<file path="config.mk">
export PLATFORM = sky130hd
export DESIGN_NAME = spectrum_max_hold_energy_unit
export DESIGN_NICKNAME = d
export VERILOG_FILES = /design/src/design/smhe_pkg.sv /design/src/design/spectrum_max_hold_energy_unit.sv
export SDC_FILE = /design/constraint.sdc
export NUM_CORES = 1
export LEC_CHECK = 0
export BUFFER_PORTS_ARGS = -buffer_cell sky130_fd_sc_hd__buf_2
export CORE_MARGIN = 2
export CORE_UTILIZATION = 65
export CTS_BUF_LIST = sky130_fd_sc_hd__clkbuf_4
export DETAILED_ROUTE_END_ITERATION = 10
export PLACE_DENSITY = 0.87
export REMOVE_ABC_BUFFERS = 1
export SKIP_CTS_REPAIR_TIMING = 1
export SLEW_MARGIN = 10
export SYNTH_ARGS = -nofsm -noshare
export SYNTH_HDL_FRONTEND = slang
export SYNTH_SLANG_ARGS = --single-unit
</file>
<file path="constraint.sdc">
create_clock -name i_clk -period 6.7 [get_ports i_clk]
set_clock_uncertainty 0.05 [all_clocks]
set_input_delay 0.335 -clock i_clk [delete_from_list [all_inputs] [get_ports i_clk]]
set_output_delay 0.335 -clock i_clk [all_outputs]
set_load 0.02 [all_outputs]
</file>
<file path="src/design/smhe_pkg.sv">
package smhe_pkg;

    localparam int SWEEP_HISTORY = 4;
    localparam int CHANNEL_COUNT = 16;

    localparam int SAMPLE_W  = 10;
    localparam int RSSI_W    = 8;
    localparam int CHAN_W    = 4;
    localparam int ENERGY_W  = 9;
    localparam int QUOT_W    = 6;

    localparam int STORE_DEPTH = SWEEP_HISTORY * CHANNEL_COUNT;
    localparam int ADDR_W = (STORE_DEPTH > 1) ? $clog2(STORE_DEPTH) : 1;
    localparam int SLOT_W = (SWEEP_HISTORY > 1) ? $clog2(SWEEP_HISTORY) : 1;
    localparam int SCH_W  = (CHANNEL_COUNT > 1) ? $clog2(CHANNEL_COUNT) : 1;

    localparam logic signed [RSSI_W-1:0] OFFSET_RESET = 8'sd53;

    // x / 20 as x * 205 >> 12, exact for |x| <= 256
    localparam int RECIP_MUL   = 205;
    localparam int RECIP_SHIFT = 12;
    localparam int MAG_W       = SAMPLE_W - 1;
    localparam int PROD_W      = MAG_W + 8;

    typedef enum logic [1:0] {
        ST_IDLE,
        ST_SCAN,
        ST_DRAIN,
        ST_EMIT
    } t_state;

    function automatic logic signed [QUOT_W-1:0] div20(input logic signed [SAMPLE_W-1:0] x);
        logic              neg;
        logic [MAG_W-1:0]  mag;
        logic [PROD_W-1:0] prod;
        logic [QUOT_W-1:0] q;
        neg  = x[SAMPLE_W-1];
        mag  = neg ? MAG_W'(-x) : MAG_W'(x);
        prod = PROD_W'(mag) * PROD_W'(RECIP_MUL);
        q    = QUOT_W'(prod >> RECIP_SHIFT);
        return neg ? -$signed(q) : $signed(q);
    endfunction

endpackage

</file>
<file path="src/design/spectrum_max_hold_energy_unit.sv">
// Spectrum max-hold energy unit. One transaction on the s_axis side carries one channel
// reading; reading plus rssi_offset is written into a 64-entry history store (4 sweeps x
// 16 channels, zero after reset). A reading for any channel but the last is accepted while
// the unit is idle. The reading for the last channel advances the sweep slot and starts a
// walk over the store, one entry per cycle through its single read port, taking each
// channel's maximum, dividing it by 20 (truncated toward zero) and summing. The sum leaves as
// one m_axis transaction once the walk has drained through the read, peak, quotient and
// result registers. Input is held off during the walk and while a second score waits for
// an untaken first one.
module spectrum_max_hold_energy_unit
    import smhe_pkg::*;
(
    input  logic        i_clk,
    input  logic        i_rst_n,
    input  logic        i_cfg_wr_en,
    input  logic [7:0]  i_cfg_wr_data,   // rssi_offset
    input  logic        s_axis_tvalid,
    output logic        s_axis_tready,
    input  logic [15:0] s_axis_tdata,    // [3:0] chan_index, [11:4] rssi_raw, rest zero
    output logic        m_axis_tvalid,
    input  logic        m_axis_tready,
    output logic [15:0] m_axis_tdata     // [8:0] energy_total, rest zero
);

    t_state r_state, n_state;

    logic signed [RSSI_W-1:0]   r_offset;
    logic [SLOT_W-1:0]          r_wr_slot;

    logic signed [SAMPLE_W-1:0] mem [STORE_DEPTH];
    logic [STORE_DEPTH-1:0]     r_valid;

    logic [CHAN_W-1:0]          s_chan;
    logic signed [RSSI_W-1:0]   s_raw;
    logic                       in_xact, chan_ok, chan_last;
    logic [ADDR_W-1:0]          wr_addr, rd_addr;
    logic signed [SAMPLE_W-1:0] wr_data;

    logic [SLOT_W-1:0]          r_scan_slot;
    logic [SCH_W-1:0]           r_scan_ch;
    logic                       scan_slot_last, scan_ch_last;

    logic                       r_rd_en, r_rd_first, r_rd_last, r_rd_ch_last, r_rd_hit;
    logic signed [SAMPLE_W-1:0] r_rd_data, rd_val;
    logic signed [SAMPLE_W-1:0] r_peak, n_peak, r_pk;
    logic                       r_pk_vld, r_pk_last;
    logic signed [QUOT_W-1:0]   r_q;
    logic                       r_q_vld, r_q_last;
    logic signed [ENERGY_W-1:0] r_total, sum_next, r_res;

    logic                       issue, out_load, out_free;

    assign s_chan    = s_axis_tdata[3:0];
    assign s_raw     = s_axis_tdata[11:4];
    assign in_xact   = s_axis_tvalid && s_axis_tready;
    assign chan_ok   = {1'b0, s_chan} < 5'(CHANNEL_COUNT);
    assign chan_last = s_chan == CHAN_W'(CHANNEL_COUNT - 1);
    assign wr_addr   = ADDR_W'(ADDR_W'(r_wr_slot) * ADDR_W'(CHANNEL_COUNT) + ADDR_W'(s_chan));
    assign wr_data   = SAMPLE_W'(s_raw) + SAMPLE_W'(r_offset);
    assign rd_addr   = ADDR_W'(ADDR_W'(r_scan_slot) * ADDR_W'(CHANNEL_COUNT)
                       + ADDR_W'(r_scan_ch));

    assign scan_slot_last = r_scan_slot == SLOT_W'(SWEEP_HISTORY - 1);
    assign scan_ch_last   = r_scan_ch == SCH_W'(CHANNEL_COUNT - 1);
    assign out_free       = !m_axis_tvalid || m_axis_tready;

    always_comb begin
        n_state = r_state;
        case (r_state)
            ST_IDLE:  if (in_xact && chan_ok && chan_last) n_state = ST_SCAN;
            ST_SCAN:  if (scan_slot_last && scan_ch_last) n_state = ST_DRAIN;
            ST_DRAIN: if (r_q_vld && r_q_last) n_state = ST_EMIT;
            ST_EMIT:  if (out_free) n_state = ST_IDLE;
            default:  n_state = ST_IDLE;
        endcase
    end

    always_comb begin
        s_axis_tready = 1'b0;
        issue         = 1'b0;
        out_load      = 1'b0;
        case (r_state)
            ST_IDLE:  s_axis_tready = 1'b1;
            ST_SCAN:  issue = 1'b1;
            ST_DRAIN: ;
            ST_EMIT:  out_load = out_free;
            default:  ;
        endcase
    end

    always_ff @(posedge i_clk) begin
        if (!i_rst_n) begin
            r_state <= ST_IDLE;
        end else begin
            r_state <= n_state;
        end
    end

    always_ff @(posedge i_clk) begin
        if (!i_rst_n) begin
            r_offset <= OFFSET_RESET;
        end else if (i_cfg_wr_en) begin
            r_offset <= i_cfg_wr_data;
        end
    end

    // history store, entries not yet written read as zero
    always_ff @(posedge i_clk) begin
        if (in_xact && chan_ok) begin
            mem[wr_addr] <= wr_data;
        end
        r_rd_data <= mem[rd_addr];
    end

    always_ff @(posedge i_clk) begin
        if (!i_rst_n) begin
            r_valid   <= '0;
            r_wr_slot <= '0;
            r_rd_hit  <= 1'b0;
        end else begin
            r_rd_hit <= r_valid[rd_addr];
            if (in_xact && chan_ok) begin
                r_valid[wr_addr] <= 1'b1;
                if (chan_last) begin
                    r_wr_slot <= (r_wr_slot == SLOT_W'(SWEEP_HISTORY - 1))
                                 ? '0 : r_wr_slot + SLOT_W'(1);
                end
            end
        end
    end

    // walk: channel outer, slot inner
    always_ff @(posedge i_clk) begin
        if (!i_rst_n) begin
            r_scan_slot <= '0;
            r_scan_ch   <= '0;
        end else if (issue) begin
            if (scan_slot_last) begin
                r_scan_slot <= '0;
                r_scan_ch   <= scan_ch_last ? '0 : r_scan_ch + SCH_W'(1);
            end else begin
                r_scan_slot <= r_scan_slot + SLOT_W'(1);
            end
        end
    end

    always_ff @(posedge i_clk) begin
        if (!i_rst_n) begin
            r_rd_en <= 1'b0;
        end else begin
            r_rd_en <= issue;
        end
        r_rd_first   <= r_scan_slot == '0;
        r_rd_last    <= scan_slot_last;
        r_rd_ch_last <= scan_ch_last;
    end

    assign rd_val = r_rd_hit ? r_rd_data : '0;
    assign n_peak = (r_rd_first || rd_val > r_peak) ? rd_val : r_peak;

    always_ff @(posedge i_clk) begin
        if (!i_rst_n) begin
            r_pk_vld <= 1'b0;
            r_q_vld  <= 1'b0;
        end else begin
            r_pk_vld <= r_rd_en && r_rd_last;
            r_q_vld  <= r_pk_vld;
        end
        if (r_rd_en) begin
            r_peak <= n_peak;
        end
        if (r_rd_en && r_rd_last) begin
            r_pk      <= n_peak;
            r_pk_last <= r_rd_ch_last;
        end
        if (r_pk_vld) begin
            r_q      <= div20(r_pk);
            r_q_last <= r_pk_last;
        end
    end

    assign sum_next = r_total + ENERGY_W'(r_q);

    always_ff @(posedge i_clk) begin
        if (r_state == ST_IDLE) begin
            r_total <= '0;
        end else if (r_q_vld) begin
            r_total <= sum_next;
        end
        if (r_q_vld && r_q_last) begin
            r_res <= sum_next;
        end
    end

    always_ff @(posedge i_clk) begin
        if (!i_rst_n) begin
            m_axis_tvalid <= 1'b0;
        end else if (out_load) begin
            m_axis_tvalid <= 1'b1;
        end else if (m_axis_tready) begin
            m_axis_tvalid <= 1'b0;
        end
        if (out_load) begin
            m_axis_tdata <= {(16 - ENERGY_W)'(0), r_res};
        end
    end

`ifndef NO_ASSERTIONS
    a_sweep_end_scans: assert property (@(posedge i_clk) disable iff (!i_rst_n)
        (in_xact && chan_ok && chan_last) |=> r_state == ST_SCAN)
        else $error("sweep end did not start scan");

    a_idle_pipe_empty: assert property (@(posedge i_clk) disable iff (!i_rst_n)
        (r_state == ST_IDLE) |-> (!r_rd_en && !r_pk_vld && !r_q_vld))
        else $error("score pipeline busy while idle");

    a_out_from_emit: assert property (@(posedge i_clk) disable iff (!i_rst_n)
        $rose(m_axis_tvalid) |-> $past(r_state) == ST_EMIT)
        else $error("result raised outside emit");
`endif

endmodule
</file>
; Word-level counts from Yosys, hierarchy flattened
; Memories as Yosys holds them, arrays and structs flattened. A register that Yosys moved wholly into a read port is not among the register bits.
; Cells that the tools add are included.
[op_classes]
add_sub_neg = 9
n_mul = 1
n_lt_le_gt_ge = 4
eq_ne = 11
mux = 23
bitwise = 1
n_reduce_logical = 15
[op_table]
columns = cell, count
row1 = 64-bit OR, 1
row2 = 10-bit two-way mux, 2
row3 = "9-bit by 8-bit multiplier with 17-bit output, second input constant", 1
row4 = "6-bit by 7-bit less-than comparator with 1-bit output, second input constant", 2
row5 = 6-bit by 4-bit adder with 6-bit output, 2
row6 = 2-bit two-way mux, 6
row7 = 10-bit > comparator, 1
row8 = 8-bit by 8-bit adder with 9-bit output, 1
row9 = 9-bit by 6-bit adder with 9-bit output, 1
row10 = 1-bit two-way mux, 9
row11 = 9-bit two-way mux, 1
row12 = 9-bit negation, 1
row13 = "2-bit == test, second input constant", 4
row14 = "4-bit == test, second input constant", 2
row15 = "2-bit inequality test, second input constant", 4
row16 = 2-bit one-hot mux with 4 select lines, 1
row17 = 1-bit binary-select mux with 6-bit select, 1
row18 = 1-bit demux with 6-bit select, 1
row19 = "6-bit by 1-bit greater-or-equal comparator with 1-bit output, second input constant", 1
row20 = 1-bit logical AND, 6
row21 = 5-bit negation with 6-bit output, 1
row22 = 5-bit two-way mux, 1
row23 = "2-bit by 1-bit adder with 2-bit output, second input constant", 2
row24 = "4-bit by 1-bit adder with 4-bit output, second input constant", 1
row25 = 8 further kinds, 11
[word_totals]
reg_bits = 145
mem_bits_rw = 640
inputBits = 29
output_inout_bits = 18
word_cells = 88
n_memories = 1
[memory_table]
columns = name, depth, width, rd, rd_clocked_by_memory_dff, write_ports, line
row1 = mem, 64, 10, 1, 1, 1, spectrum_max_hold_energy_unit.sv:30  ; logic signed [SAMPLE_W-1:0] mem [STORE_DEPTH];

; Logic depth before layout (Yosys ltp)
[depth]
depth_word = 6
ltp_mapped = 25
mapped_depth_nobuf = 25

; Worst setup path before layout
; No wires, ideal clock.
[synth_path]
path_type = register to register
start = reg r_pk[4]
end = reg r_q[4], data pin
setup_ps = 265
arrival_ps = 5170
required_ps = 6385
setup_slack_ps = 1215
path_stages_with_launch = 24
n_path_buf = 0
period_less_slack_ps = 5485
path_cell_list = edfxtp_1 or3_1 o21ai_0 nand2_1 xor2_1 ha_1 inv_1 fa_1 inv_1 fa_1 inv_1 fa_1 inv_1 ha_1 nand3_1 o221ai_1 a21oi_1 o2bb2ai_1 nor2_1 xor2_1 ha_1 nand4b_1 o311a_1 xnor2_1
[synth_between]
elab_chain_cells = 5
[synth_lines]
columns = element, line
row1 = from (decl), spectrum_max_hold_energy_unit.sv:45  ; logic signed [SAMPLE_W-1:0] r_peak, n_peak, r_pk;
row2 = from (signal assigned), spectrum_max_hold_energy_unit.sv:173  ; r_pk <= n_peak;
row3 = 9-bit negation, smhe_pkg.sv:38  ; mag = neg ? MAG_W'(-x) : MAG_W'(x);
row4 = 9-bit two-way mux *, smhe_pkg.sv:38
row5 = 9-bit by 8-bit multiplier with 17-bit output *, smhe_pkg.sv:39  ; prod = PROD_W'(mag) * PROD_W'(RECIP_MUL);
row6 = 5-bit negation with 6-bit output, smhe_pkg.sv:41  ; return neg ? -$signed(q) : $signed(q);
row7 = 5-bit two-way mux *, smhe_pkg.sv:41
row8 = to (signal assigned), spectrum_max_hold_energy_unit.sv:177  ; r_q <= div20(r_pk);
row9 = to (decl), spectrum_max_hold_energy_unit.sv:47  ; logic signed [QUOT_W-1:0] r_q;
; Every way passes the cells marked *; elsewhere a longest branch is shown, timed or not.
; A chain may end at the register's enable or synchronous reset.

; Final worst setup path
; Same ends and word-level chain as after synthesis.

==> impl_summary.log <==
[metrics] final global-route overflow total: 0
[metrics] worst endpoint data arrival time: 6.73 ns
[metrics] IO buf count: 35
[metrics] cell internal pwr: 7140 uW
[metrics] count of TritonRoute iterations in the first routing pass: 5
[metrics] Slowest Stage Delay on Critical Path: 0.53 ns
[metrics] Unique masters post-synth: 55
[metrics] number of sinks handled by clock tree synthesis: 730
[metrics] total count of max-transition violations in the final report: 0
[metrics] Post-layout nets: 1,904
[metrics] dominant register cell in the synthesized netlist: sky130_fd_sc_hd__edfxtp_1
[metrics] Slew Limit Headroom: 13.3%
[metrics] Maximum Capacitance Violations: 0
[metrics] count of fill cells added during filler insertion: 2,462
[metrics] synthesized area per cell: 18.8 sq um
[metrics] final critical-path share of the clock period: 90.0%
[metrics] kind of cell with the highest combined delay on the critical path: adder cells
[metrics] number of synthesized flops with an enable pin: 622
[metrics] sort of element at the end of the critical path: flip-flop
[metrics] Final HPWL DP: 38.5 mm
[metrics] Seq pwr share: 55.0%
[metrics] core region area: 0.0455 sq mm
[metrics] run status: finished clean
[metrics] clock network power share: 39.4%
[metrics] Area Overhead vs Synth: 11.1%
[metrics] number of CTS-inserted buffers: 172
[metrics] Routed WL: 69.6 mm
[metrics] Starting Density: 66.1%
[metrics] crit path capture: r_q[4]
[metrics] share of power burned in combinational logic: 5.6%
[metrics] chain of cells forming the critical path: or3_1 > o21ai_0 > nand2_1 > xor2_1 > ha_1 > inv_1 > fa_1 > inv_1 > fa_1 > inv_1 > fa_1 > inv_1 > ha_1 > nand3_1 > o221ai_1 > a21oi_1 > o2bb2ai_1 > nor2_1 > xor2_1 > ha_1 > nand4b_1 > o311a_1 > xnor2_1
[metrics] IR drop worst, VDD: 0.335 mV
[metrics] worst min-delay path startpoint: i_rst_n
[metrics] number of DRC violations after detailed routing: 0
[metrics] category of the worst setup path launch point: flip-flop
[metrics] launch point of the worst reg-to-reg path: r_pk[4]
[metrics] clock tree from TritonCTS: built
[metrics] highest-delay cell along the critical path: sky130_fd_sc_hd__fa_1
[metrics] average wire per standard cell: 27.5 microns
[metrics] cell at the root of the clock tree: sky130_fd_sc_hd__clkbuf_4
[metrics] Worst-Skew Late Latency: 1.03 ns
[metrics] number of buffers and inverters on the critical path: 4
[metrics] initial antenna violation count: 2
[metrics] reported leakage power: 0.0113 uW
[metrics] via count of the first global-routing pass: 16,400
[metrics] Post-Syn Area: 0.0301 sq mm
[metrics] clock period minus final worst setup slack: 6.03 ns
[metrics] Worst-path clk slew: 0.07 ns
[metrics] number of vias per cell after detailed routing: 6.45
[metrics] Hold Path Cell Cnt: 3
[metrics] source of the critical timing path: r_pk[4]
[metrics] portion of the post-synthesis area used by sequential elements: 69.3%
[metrics] switching component of the power: 2270 uW
[metrics] critical path depth: 23
[metrics] Post-Route Setup TNS: 0 ns
[metrics] Final Setup Violations: 0
[metrics] final hold violations: 0
[metrics] R2R depth: 23
[metrics] unrepaired setup endpoints after global routing: false
[metrics] Die ar.: 0.0480 sq mm
[metrics] CTS HTree Levels: 4
[metrics] pin count of the biggest net entering global routing: 79
[metrics] Vert. Die Dim: 219 microns
[metrics] row count: 78
[metrics] DRT iter0 DRCs: 2,349
[metrics] post-route total power: 9410 uW
[metrics] worst reg2reg setup slack: 0.67 ns
[metrics] Max Clk Rate: 166 MHz
[metrics] P per Cell Area: 282 mW/mm^2
[metrics] Top cell by count, worst path: sky130_fd_sc_hd__inv_1
[metrics] Detail Route Antenna Nets: 0
[metrics] fraction of registers with async set or reset after synthesis: 0%
[metrics] total routing usage reported by global routing: 28.7%
[metrics] most common library cell in the layout ignoring fill and taps: sky130_fd_sc_hd__edfxtp_1
[metrics] data required time of the critical path: 7.40 ns
[metrics] wire length of the first global-routing pass: 99.0 mm
[metrics] number of warnings issued by yosys: 0
[metrics] capture point of the worst reg-to-reg path: r_q[4]
[metrics] global placer's final weighted congestion: 0.824
[metrics] Sw Ratio: 24.1%
[metrics] horizontal die dimension: 219 microns
[metrics] commonest cells after routing, fill and taps aside: sky130_fd_sc_hd__edfxtp_1, sky130_fd_sc_hd__clkbuf_4, sky130_fd_sc_hd__mux4_2, sky130_fd_sc_hd__dfxtp_1, sky130_fd_sc_hd__nor2_1
[metrics] overall via count from detail_route: 16,300
[metrics] worst hold path type: primary input to flip-flop
[metrics] maximum count of clock buffers along a single path: 3
[metrics] CP Class: flip-flop to flip-flop
[metrics] slew at the pin with the worst max-slew slack: 1.30 ns
[metrics] maximum net fanout on the critical path: 8
[metrics] top-level port count: 47
[metrics] count of state elements after synthesis: 730
[metrics] fraction of layout instances using a drive strength above 1: 29.2%
[metrics] synthesized instance count: 1,601
==> synth_stat cells, types with 3 or more instances <==
| cell | n | share of area (%) |
|---|---|---|
| sky130_fd_sc_hd__xor2_1 | 7 | 0.20 |
| sky130_fd_sc_hd__nor3b_1 | 3 | 0.075 |
| sky130_fd_sc_hd__and3_1 | 6 | 0.12 |
| sky130_fd_sc_hd__buf_4 | 11 | 0.27 |
| sky130_fd_sc_hd__dfxtp_1 | 108 | 7.2 |
| sky130_fd_sc_hd__nor2b_1 | 19 | 0.40 |
| sky130_fd_sc_hd__edfxtp_1 | 622 | 62 |
| sky130_fd_sc_hd__inv_1 | 74 | 0.92 |
| sky130_fd_sc_hd__a21o_1 | 5 | 0.12 |
| sky130_fd_sc_hd__o21a_1 | 68 | 1.7 |
| sky130_fd_sc_hd__nand3b_1 | 3 | 0.075 |
| sky130_fd_sc_hd__a21boi_0 | 6 | 0.15 |
| sky130_fd_sc_hd__clkbuf_1 | 42 | 0.52 |
| sky130_fd_sc_hd__nor3_1 | 10 | 0.17 |
| sky130_fd_sc_hd__mux4_2 | 208 | 16 |
| sky130_fd_sc_hd__o31ai_1 | 4 | 0.10 |
| sky130_fd_sc_hd__nand2_1 | 42 | 0.52 |
| sky130_fd_sc_hd__o21ai_0 | 16 | 0.27 |
| sky130_fd_sc_hd__and2_1 | 17 | 0.35 |
| sky130_fd_sc_hd__mux2_2 | 10 | 0.37 |
| sky130_fd_sc_hd__ha_1 | 82 | 3.4 |
| sky130_fd_sc_hd__a211oi_1 | 3 | 0.075 |
| sky130_fd_sc_hd__xnor2_1 | 27 | 0.79 |
| sky130_fd_sc_hd__a21oi_1 | 18 | 0.30 |
| sky130_fd_sc_hd__buf_2 | 15 | 0.25 |
| sky130_fd_sc_hd__nand3_1 | 9 | 0.15 |
| sky130_fd_sc_hd__nor2_1 | 85 | 1.1 |
| sky130_fd_sc_hd__mux2i_1 | 17 | 0.57 |
| sky130_fd_sc_hd__or3_1 | 4 | 0.083 |
| sky130_fd_sc_hd__buf_1 | 7 | 0.087 |
| sky130_fd_sc_hd__nand2b_1 | 7 | 0.15 |
| sky130_fd_sc_hd__fa_1 | 16 | 1.1 |
==> stage by stage <==
step / utilization (%) / instance area (sq um) / cells / setup slack (ns) / hold WS [ns]
2_1_floorplan: - / 29700 / 1531 / -1.69 / 0.336
3_3_place_gp: 68.0 / 30900 / 2182 / 0.833 / 0.340
3_5_place_dp: 68.0 / 30900 / 2182 / 0.694 / 0.341
4_1_cts: 73.0 / 33200 / 2505 / 0.674 / -0.582
5_1_grt: 73.5 / 33400 / 2527 / 0.320 / 0.153
6_report: 73.5 / 33400 / 2528 / 0.667 / 0.172
==> state kept, by name, indices dropped and copies added (netlist names), 9 cells and up <==
register,count
r_total,9
r_pk,10
mem,576
r_res,9
r_rd_data,9
r_valid,64
m_axis_tdata,9
r_peak,10
==> how the worst min path moves through the flow <==
stage                  endpoint  slack (ns)
global placement      r_pk_last        0.34
detailed placement    r_pk_last        0.34
CTS                 r_offset[4]       -0.58
finish               r_valid[9]        0.17
global route        r_valid[41]        0.15
floorplan             r_pk_last        0.34
==> layout make-up <==
| class | instances | area [sq um] | area share [%] |
|---|---|---|---|
| sequential | 730 | 20900 | 62.4 |
| multi-input combinational | 726 | 8690 | 26.0 |
| clock buffer | 253 | 1900 | 5.68 |
| tap | 600 | 751 | 2.25 |
| timing repair buffer | 72 | 546 | 1.63 |
| clock inverter | 70 | 390 | 1.17 |
| inverter | 75 | 282 | 0.843 |
| antenna | 2 | 5.00 | 0.0150 |
==> tightest hold or removal path: cells and delay by family <==
family,cells,cell delay [ns]
buf+inv,2,0.73
compound gates,1,0.11
==> metal layers <==
layer / track usage, % / part of all wire, %
met1: 36.2 / 34
met2: 47.3 / 51
met3: 8.21 / 10
met4: 11.9 / 4.7
met5: 0 / 0
==> power groups by stage <==
stage / logic, uW / registers [uW] / clock network (uW)
3_5_place_dp: 492 / 5270 / 0
5_1_grt: 555 / 5180 / 3980
4_1_cts: 494 / 5170 / 3710
3_3_place_gp: 454 / 5270 / 0
6_report: 527 / 5170 / 3710
2_1_floorplan: 260 / 5280 / 0
==> cell families after synthesis <==
group           count (synthesis)  synth area share, %
compound gates                137                 3.20
xor+xnor                       34                0.990
fa+ha+maj                      98                 4.48
buf+inv                       151                 2.11
flops                         730                 69.3
mux                           235                 16.5
other cells                     1               0.0125
simple gates                  215                 3.40
Power figures use the tool's default switching activity.
